File: config.mk
export PLATFORM = sky130hd
export DESIGN_NAME = dump_request_tracker_core_flat
export DESIGN_NICKNAME = d
export VERILOG_FILES = /design/src/rtl/core/drt_pkg.sv /design/src/rtl/core/drt_item_if.sv /design/src/rtl/core/drt_in_reg.sv /design/src/rtl/core/drt_engine.sv /design/src/rtl/core/drt_out_reg.sv /design/src/rtl/core/dump_request_tracker_core.sv /design/src/flat_wrapper.sv
export SDC_FILE = /design/constraint.sdc
export NUM_CORES = 1
export LEC_CHECK = 0
export ABC_AREA = 1
export BUFFER_PORTS_ARGS = -buffer_cell sky130_fd_sc_hd__clkbuf_2
export CAP_MARGIN = 20
export CORE_UTILIZATION = 25
export DETAILED_ROUTE_END_ITERATION = 16
export PLACE_DENSITY = 0.51
export SLEW_MARGIN = 20
export SYNTH_ARGS = -nofsm -noshare
export SYNTH_HDL_FRONTEND = slang
export SYNTH_SLANG_ARGS = --single-unit
File: constraint.sdc
create_clock -name clk -period 4.3 [get_ports clk]
set_input_delay 0.86 -clock clk [delete_from_list [all_inputs] [get_ports clk]]
set_output_delay 0.86 -clock clk [all_outputs]
set_load 0.1 [all_outputs]
File: src/rtl/core/drt_pkg.sv
`timescale 1ns / 1ps
// Shared types and constants for the dump request tracker.
// No dependencies; every other file refers to it by scoped names.
package drt_pkg;

  localparam int SLOT_W  = 8;
  localparam int OP_W    = 3;
  localparam int RETRY_W = 32;
  localparam int CFG_W   = 32;
  localparam int CFG_IDX_W = 1;

  localparam logic [SLOT_W-1:0]  SLOT_NONE   = 8'hff;
  localparam logic [RETRY_W-1:0] RETRY_RESET = 32'd1000;

  // configuration register indexes
  localparam logic [CFG_IDX_W-1:0] REG_RETRY   = 1'b0;
  localparam logic [CFG_IDX_W-1:0] REG_REFRESH = 1'b1;

  typedef enum logic [OP_W-1:0] {
    OP_POLL        = 3'd0,
    OP_STATUS_SENT = 3'd1,
    OP_STATUS_RPLY = 3'd2,
    OP_DUMP_SENT   = 3'd3,
    OP_DUMP_RPLY   = 3'd4,
    OP_STATUS_TMO  = 3'd5,
    OP_DUMP_TMO    = 3'd6,
    OP_RESTART     = 3'd7
  } opcode_t;

  typedef enum logic [1:0] {
    PH_STATUS = 2'd0,
    PH_DUMP   = 2'd1,
    PH_READY  = 2'd2
  } phase_t;

  typedef struct packed {
    logic [RETRY_W-1:0] retry_interval;
    logic               refresh_same_slot;
  } cfg_t;

  typedef struct packed {
    logic   ok;
    logic   needs_dump;
    logic   selection_changed;
    logic   status_due;
    logic   can_poll;
    phase_t phase;
  } result_t;

endpackage

File: src/rtl/core/drt_item_if.sv
`timescale 1ns / 1ps
// Request and result channel interfaces for the dump request tracker.
// Depends on drt_pkg for field widths.
interface drt_item_if #(
  parameter int TIME_BITS = 32
);
  logic                        valid;
  logic                        ready;
  logic [drt_pkg::OP_W-1:0]    opcode;
  logic [TIME_BITS-1:0]        now;
  logic [drt_pkg::SLOT_W-1:0]  slot;

  modport source (output valid, output opcode, output now, output slot, input ready);
  modport sink   (input valid, input opcode, input now, input slot, output ready);
endinterface

interface drt_result_if;
  logic       valid;
  logic       ready;
  logic       ok;
  logic       needs_dump;
  logic       selection_changed;
  logic       status_due;
  logic       can_poll;
  logic [1:0] phase;

  modport source (output valid, output ok, output needs_dump, output selection_changed,
                  output status_due, output can_poll, output phase, input ready);
  modport sink   (input valid, input ok, input needs_dump, input selection_changed,
                  input status_due, input can_poll, input phase, output ready);
endinterface

File: src/rtl/core/drt_in_reg.sv
`timescale 1ns / 1ps
// Input register stage: captures one request and holds it until the engine takes it.
// Depends on drt_pkg.
module drt_in_reg #(
  parameter int TIME_BITS = 32
) (
  input  logic                       clk,
  input  logic                       rst,
  input  logic                       in_valid,
  output logic                       in_ready,
  input  logic [drt_pkg::OP_W-1:0]   in_opcode,
  input  logic [TIME_BITS-1:0]       in_now,
  input  logic [drt_pkg::SLOT_W-1:0] in_slot,
  input  logic                       advance,
  output logic                       valid,
  output drt_pkg::opcode_t           opcode,
  output logic [TIME_BITS-1:0]       now,
  output logic [drt_pkg::SLOT_W-1:0] slot
);

  // stage empties when the engine advances, so a new request can land the same edge
  assign in_ready = !valid || advance;

  always_ff @(posedge clk) begin
    if (rst) begin
      valid <= 1'b0;
    end else if (in_ready) begin
      valid <= in_valid;
    end
  end

  always_ff @(posedge clk) begin
    if (in_ready && in_valid) begin
      opcode <= drt_pkg::opcode_t'(in_opcode);
      now    <= in_now;
      slot   <= in_slot;
    end
  end

endmodule

File: src/rtl/core/drt_engine.sv
`timescale 1ns / 1ps
// Tracker state and per-request update logic; produces the result for one request.
// Depends on drt_pkg.
module drt_engine #(
  parameter int TIME_BITS = 32
) (
  input  logic                       clk,
  input  logic                       rst,
  input  logic                       fire,
  input  drt_pkg::opcode_t           opcode,
  input  logic [TIME_BITS-1:0]       now,
  input  logic [drt_pkg::SLOT_W-1:0] slot,
  input  drt_pkg::cfg_t              cfg,
  output drt_pkg::result_t           result
);

  localparam int CMP_W = (TIME_BITS > drt_pkg::RETRY_W) ? TIME_BITS : drt_pkg::RETRY_W;

  drt_pkg::phase_t             phase_reg, phase_reg_next;
  logic [drt_pkg::SLOT_W-1:0]  current_slot, current_slot_next;
  logic                        status_pending, status_pending_next;
  logic                        dump_pending, dump_pending_next;
  logic [TIME_BITS-1:0]        status_sent_time, status_sent_time_next;
  logic [TIME_BITS-1:0]        dump_sent_time, dump_sent_time_next;

  logic [TIME_BITS-1:0] status_age, dump_age, status_age_next;
  logic [CMP_W-1:0]     retry_ext;
  logic                 status_elapsed, dump_elapsed, status_elapsed_next;
  logic                 ok, need, changed;

  // wrapping age of each outstanding request
  assign retry_ext      = CMP_W'(cfg.retry_interval);
  assign status_age     = now - status_sent_time;
  assign dump_age       = now - dump_sent_time;
  assign status_elapsed = CMP_W'(status_age) >= retry_ext;
  assign dump_elapsed   = CMP_W'(dump_age) >= retry_ext;

  always_comb begin
    phase_reg_next        = phase_reg;
    current_slot_next     = current_slot;
    status_pending_next   = status_pending;
    dump_pending_next     = dump_pending;
    status_sent_time_next = status_sent_time;
    dump_sent_time_next   = dump_sent_time;
    ok      = 1'b0;
    need    = 1'b0;
    changed = 1'b0;
    unique case (opcode)
      drt_pkg::OP_POLL: begin
      end
      drt_pkg::OP_STATUS_SENT: begin
        status_pending_next   = 1'b1;
        status_sent_time_next = now;
        ok = 1'b1;
      end
      drt_pkg::OP_STATUS_RPLY: begin
        if (status_pending) begin
          status_pending_next = 1'b0;
          ok      = 1'b1;
          changed = current_slot != slot;
          need    = (phase_reg == drt_pkg::PH_STATUS) || changed ||
                    (phase_reg == drt_pkg::PH_READY && cfg.refresh_same_slot);
          current_slot_next = slot;
          if (need) begin
            phase_reg_next    = drt_pkg::PH_DUMP;
            dump_pending_next = 1'b0;
          end
        end
      end
      drt_pkg::OP_DUMP_SENT: begin
        if (phase_reg == drt_pkg::PH_DUMP) begin
          dump_pending_next   = 1'b1;
          dump_sent_time_next = now;
          ok = 1'b1;
        end
      end
      drt_pkg::OP_DUMP_RPLY: begin
        if (phase_reg == drt_pkg::PH_DUMP && dump_pending && slot == current_slot) begin
          dump_pending_next = 1'b0;
          phase_reg_next    = drt_pkg::PH_READY;
          ok = 1'b1;
        end
      end
      drt_pkg::OP_STATUS_TMO: begin
        if (status_pending && status_elapsed) begin
          status_pending_next = 1'b0;
          ok = 1'b1;
        end
      end
      drt_pkg::OP_DUMP_TMO: begin
        if (phase_reg == drt_pkg::PH_DUMP && dump_pending && dump_elapsed) begin
          phase_reg_next      = drt_pkg::PH_STATUS;
          status_pending_next = 1'b0;
          dump_pending_next   = 1'b0;
          ok = 1'b1;
        end
      end
      drt_pkg::OP_RESTART: begin
        phase_reg_next        = drt_pkg::PH_STATUS;
        current_slot_next     = drt_pkg::SLOT_NONE;
        status_pending_next   = 1'b0;
        dump_pending_next     = 1'b0;
        status_sent_time_next = '0;
        dump_sent_time_next   = '0;
        ok = 1'b1;
      end
      default: begin
      end
    endcase
  end

  // status_due looks at the state after this request
  assign status_age_next     = now - status_sent_time_next;
  assign status_elapsed_next = CMP_W'(status_age_next) >= retry_ext;

  always_comb begin
    result.ok                = ok;
    result.needs_dump        = need;
    result.selection_changed = changed;
    result.status_due        = (phase_reg_next == drt_pkg::PH_STATUS) &&
                               (!status_pending_next || status_elapsed_next);
    result.can_poll          = (phase_reg_next == drt_pkg::PH_READY) && !status_pending_next;
    result.phase             = phase_reg_next;
  end

  always_ff @(posedge clk) begin
    if (rst) begin
      phase_reg        <= drt_pkg::PH_STATUS;
      current_slot     <= drt_pkg::SLOT_NONE;
      status_pending   <= 1'b0;
      dump_pending     <= 1'b0;
      status_sent_time <= '0;
      dump_sent_time   <= '0;
    end else if (fire) begin
      phase_reg        <= phase_reg_next;
      current_slot     <= current_slot_next;
      status_pending   <= status_pending_next;
      dump_pending     <= dump_pending_next;
      status_sent_time <= status_sent_time_next;
      dump_sent_time   <= dump_sent_time_next;
    end
  end

endmodule

File: src/rtl/core/drt_out_reg.sv
`timescale 1ns / 1ps
// Result register: holds one finished result until the sink takes it.
// Depends on drt_pkg.
module drt_out_reg (
  input  logic             clk,
  input  logic             rst,
  input  logic             load,
  input  drt_pkg::result_t result_next,
  output logic             advance,
  output logic             valid,
  input  logic             ready,
  output drt_pkg::result_t result
);

  // a held result that is being taken this cycle frees the slot for the next one
  assign advance = !valid || ready;

  always_ff @(posedge clk) begin
    if (rst) begin
      valid <= 1'b0;
    end else if (advance) begin
      valid <= load;
    end
  end

  always_ff @(posedge clk) begin
    if (advance && load) begin
      result <= result_next;
    end
  end

endmodule

File: src/rtl/core/dump_request_tracker_core.sv
`timescale 1ns / 1ps
// Top level of the dump request tracker: config registers, input stage, engine, result stage.
// Depends on drt_pkg, drt_item_if, drt_result_if, drt_in_reg, drt_engine, drt_out_reg.
//
//   port     dir   handshake      payload
//   item     in    valid/ready    opcode, now, slot
//   result   out   valid/ready    ok, needs_dump, selection_changed, status_due,
//                                 can_poll, phase
//   wr_*     in    wr_en          wr_index, wr_data (no read-back)
//
// One request per cycle sustained while the result sink is ready; a request is first
// captured in the input register, and its result loads into the result register once
// that register is free. Synchronous active-high reset clears the tracker state and
// loads the register defaults. A stalled result holds the result register; the input
// register then takes a new request only if it is empty.
module dump_request_tracker_core #(
  parameter int TIME_BITS = 32
) (
  input  logic                          clk,
  input  logic                          rst,
  drt_item_if.sink                      item,
  drt_result_if.source                  result,
  input  logic                          wr_en,
  input  logic [drt_pkg::CFG_IDX_W-1:0] wr_index,
  input  logic [drt_pkg::CFG_W-1:0]     wr_data
);

  drt_pkg::cfg_t              cfg;
  logic                       s1_valid;
  drt_pkg::opcode_t           s1_opcode;
  logic [TIME_BITS-1:0]       s1_now;
  logic [drt_pkg::SLOT_W-1:0] s1_slot;
  logic                       advance;
  logic                       fire;
  drt_pkg::result_t           res_next;
  drt_pkg::result_t           res;

  always_ff @(posedge clk) begin
    if (rst) begin
      cfg.retry_interval    <= drt_pkg::RETRY_RESET;
      cfg.refresh_same_slot <= 1'b0;
    end else if (wr_en) begin
      unique case (wr_index)
        drt_pkg::REG_RETRY:   cfg.retry_interval    <= wr_data[drt_pkg::RETRY_W-1:0];
        drt_pkg::REG_REFRESH: cfg.refresh_same_slot <= wr_data[0];
        default: begin
        end
      endcase
    end
  end

  drt_in_reg #(
    .TIME_BITS (TIME_BITS)
  ) u_in_reg (
    .clk       (clk),
    .rst       (rst),
    .in_valid  (item.valid),
    .in_ready  (item.ready),
    .in_opcode (item.opcode),
    .in_now    (item.now),
    .in_slot   (item.slot),
    .advance   (advance),
    .valid     (s1_valid),
    .opcode    (s1_opcode),
    .now       (s1_now),
    .slot      (s1_slot)
  );

  assign fire = s1_valid && advance;

  drt_engine #(
    .TIME_BITS (TIME_BITS)
  ) u_engine (
    .clk    (clk),
    .rst    (rst),
    .fire   (fire),
    .opcode (s1_opcode),
    .now    (s1_now),
    .slot   (s1_slot),
    .cfg    (cfg),
    .result (res_next)
  );

  drt_out_reg u_out_reg (
    .clk         (clk),
    .rst         (rst),
    .load        (s1_valid),
    .result_next (res_next),
    .advance     (advance),
    .valid       (result.valid),
    .ready       (result.ready),
    .result      (res)
  );

  assign result.ok                = res.ok;
  assign result.needs_dump        = res.needs_dump;
  assign result.selection_changed = res.selection_changed;
  assign result.status_due        = res.status_due;
  assign result.can_poll          = res.can_poll;
  assign result.phase             = res.phase;

endmodule
File: src/flat_wrapper.sv
// flat-port wrapper written by rule: the top's interface ports become plain ports
module dump_request_tracker_core_flat 
#(
  parameter int TIME_BITS = 32
)
  (clk, rst, wr_en, wr_index, wr_data, item_valid, item_opcode, item_now, item_slot, item_ready, result_valid, result_ok, result_needs_dump, result_selection_changed, result_status_due, result_can_poll, result_phase, result_ready);
  drt_item_if #(.TIME_BITS(TIME_BITS)) item_i ();
  drt_result_if result_i ();
  input  logic clk;
  input  logic rst;
  input  logic wr_en;
  input  logic [drt_pkg::CFG_IDX_W-1:0] wr_index;
  input  logic [drt_pkg::CFG_W-1:0] wr_data;
  input wire logic [$bits(item_i.valid)-1:0] item_valid;
  input wire logic [$bits(item_i.opcode)-1:0] item_opcode;
  input wire logic [$bits(item_i.now)-1:0] item_now;
  input wire logic [$bits(item_i.slot)-1:0] item_slot;
  output wire logic [$bits(item_i.ready)-1:0] item_ready;
  output wire logic [$bits(result_i.valid)-1:0] result_valid;
  output wire logic [$bits(result_i.ok)-1:0] result_ok;
  output wire logic [$bits(result_i.needs_dump)-1:0] result_needs_dump;
  output wire logic [$bits(result_i.selection_changed)-1:0] result_selection_changed;
  output wire logic [$bits(result_i.status_due)-1:0] result_status_due;
  output wire logic [$bits(result_i.can_poll)-1:0] result_can_poll;
  output wire logic [$bits(result_i.phase)-1:0] result_phase;
  input wire logic [$bits(result_i.ready)-1:0] result_ready;
  assign item_i.valid = item_valid;
  assign item_i.opcode = item_opcode;
  assign item_i.now = item_now;
  assign item_i.slot = item_slot;
  assign item_ready = item_i.ready;
  assign result_valid = result_i.valid;
  assign result_ok = result_i.ok;
  assign result_needs_dump = result_i.needs_dump;
  assign result_selection_changed = result_i.selection_changed;
  assign result_status_due = result_i.status_due;
  assign result_can_poll = result_i.can_poll;
  assign result_phase = result_i.phase;
  assign result_i.ready = result_ready;
  dump_request_tracker_core #(.TIME_BITS(TIME_BITS)) u_core (.clk(clk), .rst(rst), .item(item_i), .result(result_i), .wr_en(wr_en), .wr_index(wr_index), .wr_data(wr_data));
endmodule
* Yosys cells after proc, flatten, opt, wreduce, memory -nomap -nowiden
Cells that the tools add are included.
** Word-level totals
- Register bits after elaboration :: 161
- Bits of input ports :: 81
- Output and inout port bits :: 9
- Word-level logic and storage cells :: 98
** Operators by class
- $add $sub $neg :: 3
- Magnitude comparators :: 3
- Equal/unequal tests :: 17
- Multiplexer cells :: 25
- Bitwise operators :: 1
- Reductions and logical operators :: 30
** Operators with widths (number)
- $pmux 32 s2 :: 2
- $ge 32x32->1 :: 3
- $sub 32x32->32 :: 3
- $mux 32 :: 1
- $pmux 8 s2 :: 1
- $eq 3x3->1 const B :: 4
- $mux 1 :: 12
- $ne 2x2->1 const B :: 5
- $logic_and 1x1->1 :: 9
- $eq 8x8->1 :: 1
- $mux 2 :: 4
- $mux 8 :: 1
- $ne 8x8->1 :: 1
- $pmux 2 s4 :: 1
- $reduce_and 7->1 :: 1
- $eq 3x2->1 const B :: 2
- $pmux 1 s6 :: 1
- $reduce_and 2->1 :: 3
- $reduce_and 3->1 :: 2
- $logic_or 1x1->1 :: 5
- $pmux 1 s5 :: 1
- $reduce_bool 5->1 :: 1
- $eq 2x2->1 const B :: 2
- $logic_not 2->1 :: 2
- other kinds (7) :: 11

* Depth between registers and ports, before layout
- Depth after elaboration :: 8
- Mapped depth :: 30
- Gate-level depth less buffers :: 30

* Modules after synthesis
Synthesis repeated with hierarchy kept, for this count alone.
** Second synthesis, totals
- Cell total of the unflattened synthesis :: 2009
- Area, all modules :: 14327.5 um^2
** By module, submodules not included
- drt_engine :: times used 1, cells each 1743, area each 11330.9 um^2, seq. area each 1521.5 um^2
- dump_request_tracker_core :: times used 1, cells each 204, area each 1400.1 um^2, seq. area each 660.6 um^2
- drt_in_reg :: times used 1, cells each 49, area each 1338.8 um^2, seq. area each 1311.3 um^2
- drt_out_reg :: times used 1, cells each 13, area each 257.7 um^2, seq. area each 230.2 um^2

* Worst setup path after synthesis
No wires, ideal clock.
- Path type :: reg-to-reg
- Start point :: register u_core.u_in_reg.opcode[0]
- End point :: register u_core.u_out_reg.result[3] (netlist name), data pin
- Setup time :: 0.260 ns
- Data arrival time :: 3.570 ns
- Path slack :: 0.471 ns
- Cell stages (with the launch flop) :: 28
- Path buffers :: 1
- Path through :: edfxtp_1 -> inv_2 -> nor2_1 -> inv_2 -> nor2_4 -> nor2_1 -> inv_2 -> buf_4 -> o22ai_1 -> inv_1 -> ha_1 -> a21oi_1 -> nand2_1 -> a21oi_4 -> o21bai_4 -> a21boi_2 -> o21ai_2 -> nand2_1 -> nand2_1 -> xor2_1 -> ha_1 -> a21oi_1 -> o21ai_0 -> nand2_1 -> o211ai_1 -> a21oi_1 -> nor3b_1 -> a21oi_1
** RTL lines
- start, declared :: RTL line drt_in_reg.sv:16 : output drt_pkg::opcode_t opcode,
- start signal, assigned :: RTL line drt_in_reg.sv:34 : opcode <= drt_pkg::opcode_t'(in_opcode);
- end signal, assigned :: RTL line drt_out_reg.sv:28 : result <= result_next;
- end, declared :: RTL line drt_out_reg.sv:12 : output drt_pkg::result_t result

==> flow_summary.json <==
{
  "drc": 0,
  "grt_pass1_vias": 12963,
  "ys_types": 56,
  "synth.avg_cell_area_um2": 7.413,
  "ios": 90,
  "holdCritStartpoint": "u_core.u_engine.dump_sent_time[22]",
  "overflow": 0,
  "syn_nets": 2133,
  "synth_area_um2": 13790,
  "drt-total-wl_um": 48680,
  "firstDrtPassIters": 7,
  "h-tree-depth": 4,
  "clock-sinks": 161,
  "netSwitchingFraction_pct": 38.31,
  "syn2layout_area_growth_pct": 25.77,
  "crit_start": "u_core.u_in_reg.now[0]",
  "power.leakage_uw": 0.007691,
  "fp.dieW_um": 236.8,
  "gp_congestion": 0.9192,
  "power_density_nw_per_um2": 326.9,
  "top_usage_layer": "met2",
  "port_buffers": 89,
  "synth_area_leaders": "ha_1 17%, dfxtp_1 16%, edfxtp_1 11%, a21oi_1 9.4%, inv_1 8.2%",
  "regMostFlops": "u_core.cfg",
  "drt_iter0_markers": 763,
  "clock_latency_ns": 0.47,
  "worstPathArrival_ns": 4.44,
  "grt_pass1_wl_um": 73360,
  "layout.nets": 2332,
  "muxShareOfSynthArea_pct": 0,
  "antenna_found_initial": 0,
  "cp.required_ns": 4.62,
  "ys_seq_elements": 161,
  "skew_ns": 0.01011,
  "diodes": 0,
  "period_share_pct": 95.87,
  "path_max_fanout": 4,
  "power_frac_seq_pct": 30.0,
  "multi_input_area_um2": 9470,
  "mostFrequentLayoutCells": "297 x inv_1, 260 x nand2_1, 234 x a21oi_1",
  "fmax_ghz": 0.2426,
  "fin_ws_ns": 0.1775,
  "p_comb_share_pct": 42.7,
  "vdd_drop_max_v": 0.0003247,
  "vias_per_cell": 4.843,
  "final_common_cell": "inv_1",
  "route.vias.total": 13405,
  "synth_cells": 1860,
  "netlist.area_leader.share_pct": 17.15,
  "synth_top_family_by_area": "compound AO/OA/AOI/OAI gates",
  "tightest_slew_ns": 0.8992,
  "cp-end-kind": "flop",
  "hold_ws_ns": 0.4671,
  "seqCellArea_um2": 3724,
  "synth_adder_area_share_pct": 17.59,
  "synth_simple_gate_area_share_pct": 16.21,
  "start_kind": "flop",
  "ant_nets": 0,
  "grtUsageMet3_pct": 2.576,
  "grt_max_degree": 69,
  "timing.rr.start": "u_core.u_in_reg.now[0]",
  "die_h_um": 236.8,
  "finalHoldViolCount": 0,
  "gr-usage-all-layers_pct": 17.26,
  "row_count": 85,
  "dp_hpwl_um": 39780,
  "placeableCoreArea_um2": 54130,
  "start_util_pct": 25.47,
  "largest_reg_flops": 33,
  "cts_tree": "built",
  "fin_crit_ns": 4.122,
  "drv_cap": 0,
  "wl_per_cell_um": 17.58,
  "met2_usage_pct": 28.07,
  "drive_above_1_share_pct": 21.48,
  "critPathKind": "reg -> reg",
  "relSlewSlack_pct": 40.06,
  "place_ws_ns": -0.1434,
  "fp.dieArea_um2": 56100,
  "n_fill_cell": 5787,
  "setup_viol": 0,
  "cts_root_buf": "clkbuf_16",
  "outcome": "complete, no violations",
  "synth_warnings": 0,
  "p_int_uw": 3497,
  "final_max_slew_viol_count": 0,
  "cts_max_path_buffers": 2,
  "ctsHoldBuffers": 0,
  "hold_class": "reg -> reg",
  "path_clk_slew_ns": 0.06,
  "numCtsBuffers": 17,
  "yosys.area_share.xor_xnor_pct": 6.034,
  "synth-compound-area-share_pct": 23.14,
  "use_met1_pct": 22.27,
  "synth_area_leader_cell": "ha_1",
  "p_sw_uw": 2172,
  "synth_seq_area_share_pct": 27.01,
  "pwr-share-clk_pct": 27.3
}
[power by group through the flow]
stage / registers (uW) / logic, uW / clock network [uW]
2_1_floorplan: 1760 / 1450 / 0
3_3_place_gp: 1740 / 2180 / 0
3_5_place_dp: 1740 / 2200 / 0
4_1_cts: 1700 / 2220 / 1590
5_1_grt: 1710 / 2700 / 1650
6_report: 1700 / 2420 / 1550
[through the flow]
stage	instances	cell area (um^2)	total power (uW)	util [%]	TNS, ns
after floorplan	1860	13790	3205	-	0
after global placement	2725	15840	3917	29.27	-0.07589
after detailed placement	2725	15840	3939	29.27	-0.1434
after CTS	2757	16450	5517	30.38	0
after global routing	2768	17340	6054	32.04	-0.06032
final	2768	17340	5668	32.04	0
[final cells by class]
cell class                 instances  share of cell area [%]
clock buffer                      21                   2.597
clock inverter                    11                  0.7504
inverter                         312                   6.811
tap                              696                   5.022
sequential                       161                   21.47
timing repair buffer             223                   8.737
multi-input combinational       1344                   54.61
[critical path, cell delays in order (launching register included)]
cell      delay (ns)
edfxtp_1        0.38
inv_1           0.11
buf_4           0.14
ha_1            0.13
inv_1           0.06
fa_2            0.35
nand3_1         0.09
nand2_1         0.09
nand3_1         0.10
nand2_2         0.11
nand3_1         0.10
nand3_1         0.15
buf_4           0.21
a31oi_2         0.17
xor2_1          0.13
ha_1            0.30
nand2_1         0.07
nor2_2          0.14
nand4_1         0.26
nor2_1          0.17
nand2_1         0.11
nand2_2         0.13
nand2_2         0.09
nand3_1         0.10
nand3_2         0.12
a21oi_1         0.15
[metal layers]
metal  up-vias  routed length (um)
li1       6736                   -
met1      6238               22140
met2       343               22370
met3        88                2191
met4         0                1974
met5         -                   0
[final timing paths]
| check | depth (start not counted) | to | slack (ns) |
|---|---|---|---|
| min | 2 | u_core.u_engine.dump_sent_time[22] | 0.47 |
| min reg2reg | 2 | u_core.u_engine.dump_sent_time[22] | 0.47 |
| max | 25 | u_core.u_out_reg.result[3] | 0.18 |
| max reg2reg | 25 | u_core.u_out_reg.result[3] | 0.18 |
[logic make-up after synthesis]
family	count (synthesis)
compound gates	545
simple gates	512
buf+inv	355
fa+ha+maj	192
flops	161
xor+xnor	95
[timing repair]
item | in CTS | in global routing
resized for setup | 4 | 156
endpoints found under the setup margin | 1 | 7
pin swaps | 0 | 30
cloned | 0 | 2
setup buffers | 0 | 9
[Yosys cell counts (all sizes together)]
cell type,n
or2,2
and2,2
o21a,8
o21ai,143
a31oi,12
nor4,8
nand2,289
fa,3
nor3b,2
nor3,20
o31ai,1
a211oi,31
and3,1
a311oi,1
nand3,53
a21oi,267
ha,189
o22ai,31
o211ai,15
a21o,11
nand4,24
edfxtp,50
a221oi,3
nor2,111
o21bai,12
buf,18
dfxtp,111
xnor2,29
xor2,66
clkbuf,25
a2111oi,1
o2111ai,2
inv,312
a21boi,7
(Power assumes the default switching activity.)
